File: src/hkv_pkg.sv
// Shared types, constants and codes for the hashed key/value table.
// Depends on nothing; every other file imports it.
package hkv_pkg;

    localparam int SLOTS     = 64;
    localparam int VALUE_W   = 32;
    localparam int IDX_W     = $clog2(SLOTS);
    localparam int CNT_W     = $clog2(SLOTS + 1);
    localparam int HASH_W    = 64;
    localparam int DATA_W    = 32;
    localparam int BYTE_W    = 8;
    localparam int COUNT_W   = 7;

    localparam logic [HASH_W-1:0] HASH_SEED = HASH_W'(5381);

    typedef enum logic [1:0] {
        OP_SET    = 2'd0,
        OP_REMOVE = 2'd1,
        OP_GET    = 2'd2,
        OP_CLEAR  = 2'd3
    } op_t;

    typedef enum logic [1:0] {
        ST_OK        = 2'd0,
        ST_NOT_FOUND = 2'd1,
        ST_FULL      = 2'd2
    } status_t;

    typedef enum logic [1:0] {
        CS_IDLE,
        CS_PROBE,
        CS_APPLY,
        CS_RESULT
    } ctrl_state_t;

    typedef struct packed {
        op_t               op;
        logic [BYTE_W-1:0] key_byte;
        logic [DATA_W-1:0] value;
    } in_word_t;

    typedef struct packed {
        status_t            status;
        logic [DATA_W-1:0]  read_value;
        logic [COUNT_W-1:0] entry_count;
    } out_word_t;

    typedef struct packed {
        logic               hash_rd_en;
        logic [IDX_W-1:0]   hash_rd_idx;
        logic               hash_wr_en;
        logic               val_wr_en;
        logic               valid_clr_en;
        logic               clr_all;
        logic [IDX_W-1:0]   wr_idx;
        logic [HASH_W-1:0]  wr_hash;
        logic [VALUE_W-1:0] wr_val;
        logic               val_rd_en;
        logic [IDX_W-1:0]   val_rd_idx;
    } store_req_t;

    typedef struct packed {
        logic [HASH_W-1:0]  slot_hash;
        logic [VALUE_W-1:0] slot_val;
    } store_rsp_t;

endpackage

File: src/hkv_probe_ctrl.sv
// Probe sequencer: walks slots from the home index, one compare per cycle,
// then applies the operation and presents one result word.
// Depends on hkv_pkg; drives hkv_slot_store through store_req_t.
module hkv_probe_ctrl
    import hkv_pkg::*;
(
    input  logic               aclk,
    input  logic               aresetn,
    input  logic               start,
    input  op_t                op,
    input  logic [HASH_W-1:0]  term_hash,
    input  logic [DATA_W-1:0]  value,
    output logic               idle,
    output logic               res_valid,
    input  logic               res_take,
    output out_word_t          res_word,
    output store_req_t         req,
    input  store_rsp_t         rsp
);

    ctrl_state_t        state_reg, state_next;
    op_t                op_reg, op_next;
    logic [HASH_W-1:0]  key_reg, key_next;
    logic [VALUE_W-1:0] value_reg, value_next;
    logic [IDX_W:0]     addr_reg, addr_next;
    logic               cmp_vld_reg, cmp_vld_next;
    logic [IDX_W-1:0]   cmp_idx_reg, cmp_idx_next;
    logic               found_reg, found_next;
    logic [IDX_W-1:0]   found_idx_reg, found_idx_next;
    logic               empty_found_reg, empty_found_next;
    logic [IDX_W-1:0]   empty_idx_reg, empty_idx_next;
    status_t            status_reg, status_next;
    logic [CNT_W-1:0]   count_reg, count_next;

    logic               issue;
    logic               hit;
    logic               last;

    assign issue = (state_reg == CS_PROBE) && (addr_reg < (IDX_W+1)'(SLOTS));
    assign hit   = cmp_vld_reg && (rsp.slot_hash == key_reg);
    assign last  = cmp_vld_reg && (cmp_idx_reg == IDX_W'(SLOTS - 1));

    always_comb begin
        state_next = state_reg;
        unique case (state_reg)
            CS_IDLE: begin
                if (start) begin
                    if (op == OP_CLEAR || term_hash == '0) begin
                        state_next = CS_RESULT;
                    end else begin
                        state_next = CS_PROBE;
                    end
                end
            end
            CS_PROBE: begin
                if (hit || last) begin
                    state_next = CS_APPLY;
                end
            end
            CS_APPLY: begin
                state_next = CS_RESULT;
            end
            CS_RESULT: begin
                if (res_take) begin
                    state_next = CS_IDLE;
                end
            end
            default: begin
                state_next = CS_IDLE;
            end
        endcase
    end

    always_comb begin
        op_next          = op_reg;
        key_next         = key_reg;
        value_next       = value_reg;
        addr_next        = addr_reg;
        cmp_vld_next     = issue;
        cmp_idx_next     = addr_reg[IDX_W-1:0];
        found_next       = found_reg;
        found_idx_next   = found_idx_reg;
        empty_found_next = empty_found_reg;
        empty_idx_next   = empty_idx_reg;
        status_next      = status_reg;
        count_next       = count_reg;

        if (state_reg == CS_IDLE && start) begin
            op_next          = op;
            key_next         = term_hash;
            value_next       = VALUE_W'(value);
            addr_next        = {1'b0, term_hash[IDX_W-1:0]};
            found_next       = 1'b0;
            empty_found_next = 1'b0;
            status_next      = ST_OK;
            if (op == OP_CLEAR) begin
                count_next = '0;
            end else if (term_hash == '0) begin
                status_next = (op == OP_SET) ? ST_FULL : ST_NOT_FOUND;
            end
        end

        if (issue) begin
            addr_next = addr_reg + 1'b1;
        end

        if (state_reg == CS_PROBE && cmp_vld_reg) begin
            if (hit) begin
                found_next     = 1'b1;
                found_idx_next = cmp_idx_reg;
            end else if (rsp.slot_hash == '0 && !empty_found_reg) begin
                empty_found_next = 1'b1;
                empty_idx_next   = cmp_idx_reg;
            end
        end

        if (state_reg == CS_APPLY) begin
            unique case (op_reg)
                OP_SET: begin
                    if (!found_reg) begin
                        if (empty_found_reg) begin
                            count_next = count_reg + 1'b1;
                        end else begin
                            status_next = ST_FULL;
                        end
                    end
                end
                OP_REMOVE: begin
                    if (found_reg) begin
                        if (count_reg != '0) begin
                            count_next = count_reg - 1'b1;
                        end
                    end else begin
                        status_next = ST_NOT_FOUND;
                    end
                end
                OP_GET: begin
                    if (!found_reg) begin
                        status_next = ST_NOT_FOUND;
                    end
                end
                OP_CLEAR: begin
                    status_next = ST_OK;
                end
                default: begin
                    status_next = ST_OK;
                end
            endcase
        end
    end

    always_comb begin
        req              = '0;
        req.hash_rd_en   = issue;
        req.hash_rd_idx  = addr_reg[IDX_W-1:0];
        req.wr_idx       = found_reg ? found_idx_reg : empty_idx_reg;
        req.wr_hash      = key_reg;
        req.wr_val       = value_reg;
        req.val_rd_idx   = found_idx_reg;
        req.clr_all      = (state_reg == CS_IDLE) && start && (op == OP_CLEAR);
        if (state_reg == CS_APPLY) begin
            req.val_rd_en = 1'b1;
            if (op_reg == OP_SET) begin
                req.val_wr_en  = found_reg || empty_found_reg;
                req.hash_wr_en = !found_reg && empty_found_reg;
            end
            if (op_reg == OP_REMOVE) begin
                req.valid_clr_en = found_reg;
            end
        end
    end

    assign idle                 = (state_reg == CS_IDLE);
    assign res_valid            = (state_reg == CS_RESULT);
    assign res_word.status      = status_reg;
    assign res_word.read_value  = (op_reg == OP_GET && found_reg) ?
                                  DATA_W'(rsp.slot_val) : '0;
    assign res_word.entry_count = COUNT_W'(count_reg);

    always_ff @(posedge aclk) begin
        if (!aresetn) begin
            state_reg   <= CS_IDLE;
            cmp_vld_reg <= 1'b0;
            count_reg   <= '0;
        end else begin
            state_reg   <= state_next;
            cmp_vld_reg <= cmp_vld_next;
            count_reg   <= count_next;
        end
    end

    always_ff @(posedge aclk) begin
        op_reg          <= op_next;
        key_reg         <= key_next;
        value_reg       <= value_next;
        addr_reg        <= addr_next;
        cmp_idx_reg     <= cmp_idx_next;
        found_reg       <= found_next;
        found_idx_reg   <= found_idx_next;
        empty_found_reg <= empty_found_next;
        empty_idx_reg   <= empty_idx_next;
        status_reg      <= status_next;
    end

endmodule

File: config.mk
export PLATFORM = sky130hd
export DESIGN_NAME = hkv_probe_ctrl
export DESIGN_NICKNAME = d
export VERILOG_FILES = /design/src/hkv_pkg.sv /design/src/hkv_probe_ctrl.sv
export SDC_FILE = /design/constraint.sdc
export NUM_CORES = 1
export LEC_CHECK = 0
export BUFFER_PORTS_ARGS = -buffer_cell sky130_fd_sc_hd__buf_2
export CAP_MARGIN = 20
export CORE_ASPECT_RATIO = 0.5
export CORE_MARGIN = 5
export CORE_UTILIZATION = 45
export DETAILED_ROUTE_END_ITERATION = 7
export GPL_TIMING_DRIVEN = 0
export PLACE_DENSITY = 0.78
export SYNTH_ARGS = -nofsm -noshare
export SYNTH_HDL_FRONTEND = slang
export SYNTH_SLANG_ARGS = --single-unit
export TNS_END_PERCENT = 30
File: constraint.sdc
create_clock -name aclk -period 4.05 [get_ports aclk]
set_input_delay 0 -clock aclk [delete_from_list [all_inputs] [get_ports aclk]]
set_output_delay 0 -clock aclk [all_outputs]
set_load 0.05 [all_outputs]
==> qor.csv <==
metric;value;unit
grt_first_pass_wirelength;36570;um
hold_path_class;in2reg;
timing.rr.start;key_reg[50];
numPortBuffers;360;
largest_reg_flops;64;
syn_nets;715;
critPathLaunchType;register;
min_from;res_take;
syn_area;6360;um^2
most-common-layout-cells;buf_2, edfxtp_1, dlygate4sd3_1;
path_max_fanout;7;
drc_errors;0;
drt_iter0_drc;676;
avgSynthCellArea;12.59;um^2
vdd_drop_max;366.8;uV
max_slew.worst_pin.slew;0.9536;ns
slew_headroom;35.90;%
synth_top_area_cell;edfxtp_1;
fillers;907;
met3_length;2065;um
crit_required;4.12;ns
clock-skew-final;0.01630;ns
dr.pass1.iters;6;
ys_ff_latch;137;
final_nets;1194;
netlist_instances;505;
grt_pass1_vias;6493;
yosysWarnings;0;
rsz0062_at_grt;false;
cp-end-kind;register;
die_x;178.1;um
finalHoldViolations;0;
leakage;4.541;nW
synth-compound-area-share;5.941;%
finalCritPeriodShare;67.36;%
antenna_cells;0;
grt.total_usage;28.97;%
p_per_area;592.0;nW/um^2
cts_tree;built;
fin_crit;2.728;ns
synth_edf_count;117;
routed_via_density;5.347;
cts_made_buffers;17;
wirelength;24770;um
cts_resized;0;
pin_count;361;
clockBufferDepth;2;
synth_xor_xnor_area_share;8.676;%
ctsHoldBuffers;99;
fmax;366.5;MHz
drive_above_1_share;41.93;%
final_common_cell;buf_2;
status;finished, final reports clean;
met2_length;12990;um
final_util;73.50;%
cap_violations;0;
antenna_found_initial;0;
synth_cell_types;42;
via_count;6357;
synthAdderAreaFrac;2.361;%
core;13700;um^2
crit_start;key_reg[50];
wl_met1;9074;um
top_layer;met4;
clock_sink_count;137;
synthTopCellsByArea;edfxtp_1, dfxtp_1, xnor2_1, nor4_1, and3_1;
slew_violations;0;
cts_htree_levels;4;
die_h;94.06;um
crit_arrival;2.79;ns
synth_top_area_share;55.24;%
cts_setup_buffers;0;
crit_type;reg2reg;
hold_ws;0.03243;ns
setup_viol;0;
grt_start_max_net_pins;52;
rows;30;
start_util;46.42;%
overflow;0;
synth_flop_cell;edfxtp_1;
power.total;0.005961;W
gp_congestion;0.9174;
synth-simple-area-share;15.64;%
dieArea;16750;um^2
clkSlewWorstSetupHoldPaths;0.06;ns
wire_per_inst;20.83;um
synthMuxAreaShare;2.380;%
detail-route-antenna-nets;0;
clk_latency;0.41;ns
setup_tns;0;ns
synthToLayoutAreaGrowth;58.33;%
yosysSeqAreaShare;61.54;%
synth_top_family_by_area;simple AND/OR/NAND/NOR gates;
ys_async_sr_fraction;0;%
post-dp-hpwl;18170;um
root_buffer;clkbuf_16;
## cell families (layout without fill, tap and decap cells)
kind of cell,after synthesis,count (layout)
simple gates,179,179
flops,137,137
xor+xnor,63,63
compound gates,53,53
buf+inv,47,539
mux,14,14
fa+ha+maj,12,12
## layout make-up
class / count / area, um^2 / area share [%]
Sequential cell: 137 / 3914 / 38.87
Timing Repair Buffer: 460 / 2820 / 28.01
Multi-Input combinational cell: 321 / 2232 / 22.17
Clock buffer: 18 / 429.2 / 4.262
Tap cell: 192 / 240.2 / 2.386
Clock inverter: 14 / 211.5 / 2.100
Buffer: 25 / 137.6 / 1.367
Inverter: 22 / 85.08 / 0.8449
## path summary, 6_finish.rpt
path / to / slack [ns] / depth (start not counted)
worst max-delay path: found_idx_reg[2] / 1.32 / 6
worst min-delay path: state_reg[1] / 0.03 / 3
worst max register to register: found_idx_reg[2] / 1.32 / 6
worst min register to register: cmp_idx_reg[1] / 0.45 / 0
## layer usage
layer  up-vias  track usage [%]
li1       2870                -
met1      3058            33.95
met2       374            52.42
met3        55            7.157
met4         0            9.646
met5         -                0
## power by group
group / leakage [nW] / internal [W] / switching, W
clock: 0.310 / 0.00105 / 0.000639
combinational: 2.96 / 0.000558 / 0.00154
sequential: 1.27 / 0.00195 / 0.000220
total: 4.54 / 0.00356 / 0.00240
## critical path: stages, from the launching register on
cell and delay [ns]:
edfxtp_1 0.40, xnor2_1 0.37, nand4_1 0.16, nor4_1 0.33, nand3_1 0.13, nor3_1 0.54
and3_1 0.47
## Yosys cell counts, types with 4 or more instances
cell        n
edfxtp_1  117
xnor2_1    40
nor4_1     39
and3_1     36
nand2_1    27
xor2_1     23
inv_1      22
nand4_1    21
dfxtp_1    20
nor2_1     16
o21ai_0    16
clkbuf_1   14
nand3_1    13
ha_1       12
mux2_2      9
nor3_1      8
buf_4       7
nor2b_1     7
a21oi_1     6
and2_1      5
mux2i_1     5
nand2b_1    4
o221ai_1    4
o22ai_1     4
## through the flow
step	area, um^2	worst slack (ns)	instances
global route	10070	1.180	1189
detailed placement	8438	1.408	1058
CTS	10070	1.383	1189
finish	10070	1.322	1189
global placement	8402	-0.2205	1057
floorplan	6360	0.2441	505
No activity file was read; power rests on OpenSTA's default activity.
