===== config.mk =====
export PLATFORM = sky130hd
export DESIGN_NAME = hkv_hash_acc
export DESIGN_NICKNAME = d
export VERILOG_FILES = /design/src/hkv_pkg.sv /design/src/hkv_hash_acc.sv
export SDC_FILE = /design/constraint.sdc
export NUM_CORES = 1
export LEC_CHECK = 0
export CORE_AREA = 8 8 111 124
export DETAILED_ROUTE_END_ITERATION = 8
export DIE_AREA = 0 0 119 132
export DONT_BUFFER_PORTS = 1
export PLACE_DENSITY = 0.66
export SLEW_MARGIN = 20
export SYNTH_ARGS = -nofsm -noshare
export SYNTH_HDL_FRONTEND = slang
export SYNTH_SLANG_ARGS = --single-unit

===== constraint.sdc =====
create_clock -name aclk -period 2.8 [get_ports aclk]
set_input_delay 0.14 -clock aclk [delete_from_list [all_inputs] [get_ports aclk]]
set_output_delay 0.14 -clock aclk [all_outputs]
set_load 0.02 [all_outputs]

===== src/hkv_pkg.sv =====
// Shared types, constants and codes for the hashed key/value table.
// Depends on nothing; every other file imports it.
package hkv_pkg;

    localparam int SLOTS     = 64;
    localparam int VALUE_W   = 32;
    localparam int IDX_W     = $clog2(SLOTS);
    localparam int CNT_W     = $clog2(SLOTS + 1);
    localparam int HASH_W    = 64;
    localparam int DATA_W    = 32;
    localparam int BYTE_W    = 8;
    localparam int COUNT_W   = 7;

    localparam logic [HASH_W-1:0] HASH_SEED = HASH_W'(5381);

    typedef enum logic [1:0] {
        OP_SET    = 2'd0,
        OP_REMOVE = 2'd1,
        OP_GET    = 2'd2,
        OP_CLEAR  = 2'd3
    } op_t;

    typedef enum logic [1:0] {
        ST_OK        = 2'd0,
        ST_NOT_FOUND = 2'd1,
        ST_FULL      = 2'd2
    } status_t;

    typedef enum logic [1:0] {
        CS_IDLE,
        CS_PROBE,
        CS_APPLY,
        CS_RESULT
    } ctrl_state_t;

    typedef struct packed {
        op_t               op;
        logic [BYTE_W-1:0] key_byte;
        logic [DATA_W-1:0] value;
    } in_word_t;

    typedef struct packed {
        status_t            status;
        logic [DATA_W-1:0]  read_value;
        logic [COUNT_W-1:0] entry_count;
    } out_word_t;

    typedef struct packed {
        logic               hash_rd_en;
        logic [IDX_W-1:0]   hash_rd_idx;
        logic               hash_wr_en;
        logic               val_wr_en;
        logic               valid_clr_en;
        logic               clr_all;
        logic [IDX_W-1:0]   wr_idx;
        logic [HASH_W-1:0]  wr_hash;
        logic [VALUE_W-1:0] wr_val;
        logic               val_rd_en;
        logic [IDX_W-1:0]   val_rd_idx;
    } store_req_t;

    typedef struct packed {
        logic [HASH_W-1:0]  slot_hash;
        logic [VALUE_W-1:0] slot_val;
    } store_rsp_t;

endpackage


===== src/hkv_hash_acc.sv =====
// Running key hash: hash*33 xor byte per key byte, back to the seed on zero.
// Depends on hkv_pkg.
module hkv_hash_acc
    import hkv_pkg::*;
(
    input  logic              aclk,
    input  logic              aresetn,
    input  logic              step,
    input  logic [BYTE_W-1:0] key_byte,
    output logic [HASH_W-1:0] hash_done
);

    logic [HASH_W-1:0] hash_reg;
    logic [HASH_W-1:0] hash_next;

    assign hash_done = ((hash_reg << 5) + hash_reg) ^ HASH_W'(key_byte);

    always_comb begin
        hash_next = hash_reg;
        if (step) begin
            hash_next = (key_byte == '0) ? HASH_SEED : hash_done;
        end
    end

    always_ff @(posedge aclk) begin
        if (!aresetn) begin
            hash_reg <= HASH_SEED;
        end else begin
            hash_reg <= hash_next;
        end
    end

endmodule


==> results of run 1 <==
## cell usage after synthesis, types with 3 or more instances
library cell and count:
a21oi_1 60, dfxtp_1 64, a211oi_1 4, ha_1 58, a31oi_1 8, o21bai_1 6, and4_1 4, o22ai_1 7
a211oi_2 3, o21a_1 11, and2_1 12, clkbuf_1 17, xnor2_1 35, nor3_1 8, a211o_1 3, and3_1 5
a21o_1 39, o211ai_1 3, inv_1 10, a22o_1 36, a22oi_1 21, nor2b_1 21, o21ai_0 33, nor4_1 4
nor2_1 34, nand3_1 10, a41oi_1 3, nand2_1 46, buf_4 6, nand4_1 19, nand2b_1 5, clkbuf_8 7
xor2_1 27
## metal layers
metal,up-vias,global-route usage (%),wire length [um]
met4,0,14.4,1210
li1,2957,-,-
met5,-,0,0
met3,110,6.21,1350
met2,302,47.4,12400
met1,3245,29.7,8950
## worst paths after layout
check / from / end
worst max register to register: hash_reg[0] / hash_reg[63]
worst max-delay path: hash_reg[0] / hash_done[13]
worst min register to register: hash_reg[62] / hash_reg[62]
worst min-delay path: step / hash_reg[6]
## critical path, cell delays in order, from the launching register on
cell and delay, ns:
dfxtp_2 0.33, ha_4 0.16, inv_2 0.05, fa_2 0.24, nor2b_4 0.05, o31a_1 0.32, buf_4 0.15, buf_6 0.11
o31a_4 0.34, buf_4 0.14, buf_6 0.10, buf_6 0.11, buf_6 0.12, o21a_1 0.20, nor2_2 0.12, xnor2_2 0.14
buf_4 0.17
## kinds of logic (layout without fill, tap and decap cells)
kind of cell | after synthesis | in the layout | share of synthesized area, %
XOR/XNOR | 62 | 62 | 9.51
adder cells (fa/ha/maj) | 59 | 59 | 13.1
flip-flops | 64 | 64 | 22.4
AND/OR/NAND/NOR | 176 | 176 | 15.9
buffers and inverters | 46 | 261 | 5.13
AO/OA/AOI/OAI | 266 | 266 | 34.0
## metrics by stage
stage          setup TNS [ns]  util (%)  std cells  instance area, sq um  power (W)
2_1_floorplan         -0.0709         -        673                  5900    0.00217
3_3_place_gp            -1.50      61.0        960                  7150    0.00291
3_5_place_dp            -2.11      61.0        960                  7150    0.00294
4_1_cts                -10.31      73.7       1020                  8630    0.00451
5_1_grt                -24.95      80.8       1042                  9470    0.00516
6_report               -18.74      80.8       1042                  9470    0.00498
## power by group
group	total (W)	leakage [nW]	internal [W]	switching, W
combinational	0.00268	3.65	0.00129	0.00139
clock	0.00117	0.150	0.000735	0.000439
sequential	0.00113	0.527	0.00100	0.000127
## what timing repair did
action,CTS,global route
hold endpoints to repair,31,0
pin swaps,64,69
setup buffers,43,38
cloned,0,0
endpoints found under the setup margin,55,78
hold buffers,3,0
gates resized for setup,165,128
## final cells by class
class | count | area share, %
clock buffers | 13 | 2.75
clock inverters | 3 | 0.423
inverters | 11 | 0.436
multi-input cells | 563 | 58.9
flip-flops and latches | 64 | 14.0
well taps | 154 | 2.03
repair buffers | 234 | 21.5
==> results by group, run 1 <==
Outcome
  – Status: finished, violations left
  – Failing checks: setup timing

Worst hold path
  – Hold crit path type: in -> reg
  – Cells on Worst Hold Path: 2

Clock network
  – Max Root-Sink Buffers: 2
  – Clk_lat worst skew: 0.36 ns
  – Clock Sinks: 64
  – Reg clk slew, reported paths: 0.05 ns
  – Root Driver: clkbuf_16
  – H-tree Lvls: 3
  – CTS tree: built
  – Number of CTS-inserted buffers: 9

Placement
  – IO Port Bufs: 0
  – Final HPWL DP: 14.2 mm
  – Routability congestion estimate: 0.962
  – Dpl ws: -0.207 ns

Finish
  – Area occupied by multi-input gates: 5580 sq um
  – FILL cells: 647
  – Largest register FFs: 64
  – ANT cells: 0
  – Commonest non-fill, non-tap cell in the layout: buf_4
  – Reg area: 1320 sq um
  – Nets: 953
  – Synthesis-to-finish area growth: 65.8%
  – Layout cell share with drive strength beyond 1: 49.9%
  – Commonest non-fill, non-tap cells in the layout: buf_4, buf_6, dfxtp_1

Synthesis
  – Top cell type's share of synthesized area: 22.4%
  – Post-Synthesis Cells: 673
  – Number of synthesized flops with an enable pin: 0
  – Leading area contributor after synthesis: dfxtp_1
  – FFs w/ async S/R, synth: 0%
  – Mapped Avg Cell Area: 8.49 sq um
  – Syn Std Cell Area: 5710 sq um
  – Main synth FF type: dfxtp_1
  – Top cells by area, synth: dfxtp_1, ha_1, a22o_1
  – Seq/Total Area, Yosys: 22.4%
  – Post-synth cell types: 68
  – Synth Warn #: 0
  – Seq cells post-synth: 64
  – Mapped Nets: 743

GRT
  – GR Overflow Total: 0
  – First-pass GRT wire length: 34.8 mm
  – GR Util All Layers: 27.1%
  – Vias in the first global route: 6689
  – Initial antenna violation count: 0
  – Largest net degree at the start of global routing: 34

Floorplan
  – Die Height: 132 um
  – Num ports: 75
  – Die X: 119 um
  – Core area: 11700 sq um
  – Die ar.: 15700 sq um
  – FP Rows: 42
  – Initial Util: 48.7%

Worst setup path
  – Worst reg2reg setup slack: -0.35 ns
  – Worst path arrival time: 3.22 ns
  – CP Data Required Time: 2.66 ns
  – Setup crit end kind: output port
  – Reg2Reg Depth: 14
  – Worst setup SP type: flip-flop
  – Kind of critical path: reg -> out
  – Critical Path Fanout Max: 3

STA
  – Worst Tran Pin Value: 1.05 ns
  – Max Clock Freq: 297 MHz
  – Post-layout min period: 3.36 ns
  – Hold Fails Final Rpt: 0
  – Worst Skew: 0.0133 ns
  – Final setup violation count: 76
  – RSZ-0062 raised after global routing: yes
  – Period utilisation layout: 120%
  – WHS: 0.0370 ns
  – Worst rel slew slack: 29.6%
  – Final setup margin: -0.564 ns
  – Pins Over Slew Limit: 0

Power
  – Worst VDD drop: 0.813 mV
  – P_leak: 4.33 nW
  – Pwr dens: 526 nW/um^2

Detailed routing
  – Pre-antenna DRT Iters: 6
  – Per-cell routed wire length: 22.9 um
  – Vias: 6614
  – # DRC: 0
  – DRT iter0 DRCs: 515
  – Routed wire length: 23.9 mm
  – DR vias/cell: 6.35
  – Number of routed nets with antenna violations: 0

Flow run
  – MaxCap Viol Count: 0
No activity file was read; power rests on OpenSTA's default activity.
==> run 2, diff against run 1 <==
CAP_MARGIN = 10   (was not set)
SKIP_LAST_GASP = 1   (was not set)
==> results by group, run 2 (same netlist as run 1, synthesis figures left out) <==
STA
  – TNS Setup: -19.26 ns
  – Worst Skew: 0.0104 ns
  – Pins Over Slew Limit: 0
  – Max Clock Freq: 293 MHz
  – Post-layout min period: 3.41 ns
  – Final setup violation count: 78
  – RSZ-0062 raised after global routing: yes
  – Hold Fails Final Rpt: 0
  – Period utilisation layout: 122%
  – Worst Tran Pin Value: 1.03 ns
  – Worst rel slew slack: 30.9%
  – Final setup margin: -0.610 ns
  – WHS: 0.0378 ns

Power
  – Int Power: 0.00298 W
  – Pwr dens: 530 nW/um^2
  – P_leak: 4.26 nW
  – Combinational Power Share: 52.8%
  – Worst VDD drop: 0.740 mV
  – Switching Fraction: 39.4%
  – Clock Power Share: 24.1%
  – Sequential share of power: 23.1%
  – P_sw: 0.00193 W

Finish
  – Layout cell share with drive strength beyond 1: 48.2%
  – Synthesis-to-finish area growth: 62.1%
  – Reg area: 1320 sq um
  – Nets: 948
  – Commonest non-fill, non-tap cell in the layout: buf_4
  – Final core utilization: 79.0%
  – ANT cells: 0
  – FILL cells: 697
  – Area occupied by multi-input gates: 5450 sq um
  – Commonest non-fill, non-tap cells in the layout: buf_4, buf_6, nand2_1, dfxtp_1, a21o_1
  – Non-Filler Instances: 1037
  – Largest register FFs: 64

Floorplan
  – Die Height: 132 um
  – FP Rows: 42
  – Die ar.: 15700 sq um
  – Initial Util: 48.7%
  – Core area: 11700 sq um
  – Num ports: 75
  – Die X: 119 um

Detailed routing
  – Pre-antenna DRT Iters: 5
  – Number of routed nets with antenna violations: 0
  – # DRC: 0
  – Vias: 6625
  – DR vias/cell: 6.39
  – Routed wire length: 23.5 mm
  – DRT iter0 DRCs: 580
  – Per-cell routed wire length: 22.7 um

Clock network
  – Number of CTS-inserted buffers: 9
  – CTS tree: built
  – Clock Sinks: 64
  – Root Driver: clkbuf_16
  – H-tree Lvls: 3
  – Max Root-Sink Buffers: 2
  – Clk_lat worst skew: 0.35 ns
  – Reg clk slew, reported paths: 0.06 ns

Worst setup path
  – Worst r2r src: hash_reg[21]
  – Critical path cell sequence: ha_4, nand4_1, nor3_2, buf_4, o311ai_4, nand3_2, a21boi_2, o21a_4, o41ai_4, a41oi_2, xnor2_2, buf_4
  – Worst reg2reg setup slack: -0.43 ns
  – Worst setup SP type: flip-flop
  – CP delay by family, top: compound AO/OA/AOI/OAI gates
  – Setup crit end kind: output port
  – Worst path bufs/invs: 2
  – Cell mode on critical path: buf_4
  – CP Data Required Time: 2.66 ns
  – Worst path arrival time: 3.27 ns
  – Max stage delay on crit path: 0.44 ns
  – Crit path launch: hash_reg[20]
  – Kind of critical path: reg -> out
  – Reg2Reg Depth: 12
  – Critical Path Fanout Max: 6
  – CP max-delay cell: o41ai_4
  – Worst reg2reg path endpoint: hash_reg[63]

GRT
  – First-pass GRT wire length: 34.1 mm
  – Grt met1 use: 28.9%
  – Layer with the highest usage: met2
  – Largest net degree at the start of global routing: 34
  – GR Overflow Total: 0
  – M3 GR Usage: 5.87%
  – Initial antenna violation count: 0
  – GR Util All Layers: 26.5%
  – GR Util met2: 47.3%
  – Vias in the first global route: 6631

Flow run
  – MaxCap Viol Count: 0

Worst hold path
  – Cells on Worst Hold Path: 2
  – Worst Hold Path EP: hash_reg[6]
  – Hold crit path type: in -> reg
  – Min-delay src: step

Placement
  – Dpl ws: -0.207 ns
  – Routability congestion estimate: 0.962
  – Final HPWL DP: 14.2 mm
  – IO Port Bufs: 0
  – Placed Cells: 960

Outcome
  – Status: finished, violations left
  – Failing checks: setup timing
## run 2: layer usage
metal / vias to the layer above / share of wire [%]
li1: 2957 / -
met4: 0 / 5.1
met1: 3190 / 38
met2: 360 / 51
met5: - / 0
met3: 118 / 6.6
## run 2: power groups by stage
stage | Combinational [W] | Sequential, W | Clock, W
6_report | 0.00259 | 0.00113 | 0.00118
5_1_grt | 0.00271 | 0.00114 | 0.00122
4_1_cts | 0.00216 | 0.00111 | 0.00118
3_5_place_dp | 0.00184 | 0.00109 | 0
3_3_place_gp | 0.00182 | 0.00109 | 0
2_1_floorplan | 0.00111 | 0.00106 | 0
## run 2: stage by stage
stage | power [W] | cell area, sq um
2_1_floorplan | 0.00217 | 5900
3_3_place_gp | 0.00291 | 7150
3_5_place_dp | 0.00294 | 7150
4_1_cts | 0.00445 | 8520
5_1_grt | 0.00507 | 9260
6_report | 0.00491 | 9260
## run 2: what timing repair did
action,in CTS,in global routing
setup buffers,43,29
endpoints found under the hold margin,31,0
resized for setup,142,112
setup endpoints to repair,55,78
pin swaps,62,70
hold buffers,3,0
## run 2: final cells by class
| type | count | share of cell area (%) |
|---|---|---|
| multi-input cells | 563 | 58.8 |
| repair buffers | 229 | 21.2 |
| flip-flops and latches | 64 | 14.2 |
| clock buffers | 13 | 2.81 |
| well taps | 154 | 2.08 |
| inverters | 11 | 0.446 |
| clock inverters | 3 | 0.432 |
## run 2: worst max-delay path by stage
stage | to | slack [ns] | cells after the start
after global placement | hash_reg[60] | -0.15 | 11
after CTS | hash_done[59] | -0.46 | 13
after floorplan | hash_reg[54] | -0.02 | 10
after global routing | hash_done[61] | -0.66 | 12
after detailed placement | hash_reg[63] | -0.21 | 13
final | hash_done[61] | -0.61 | 12
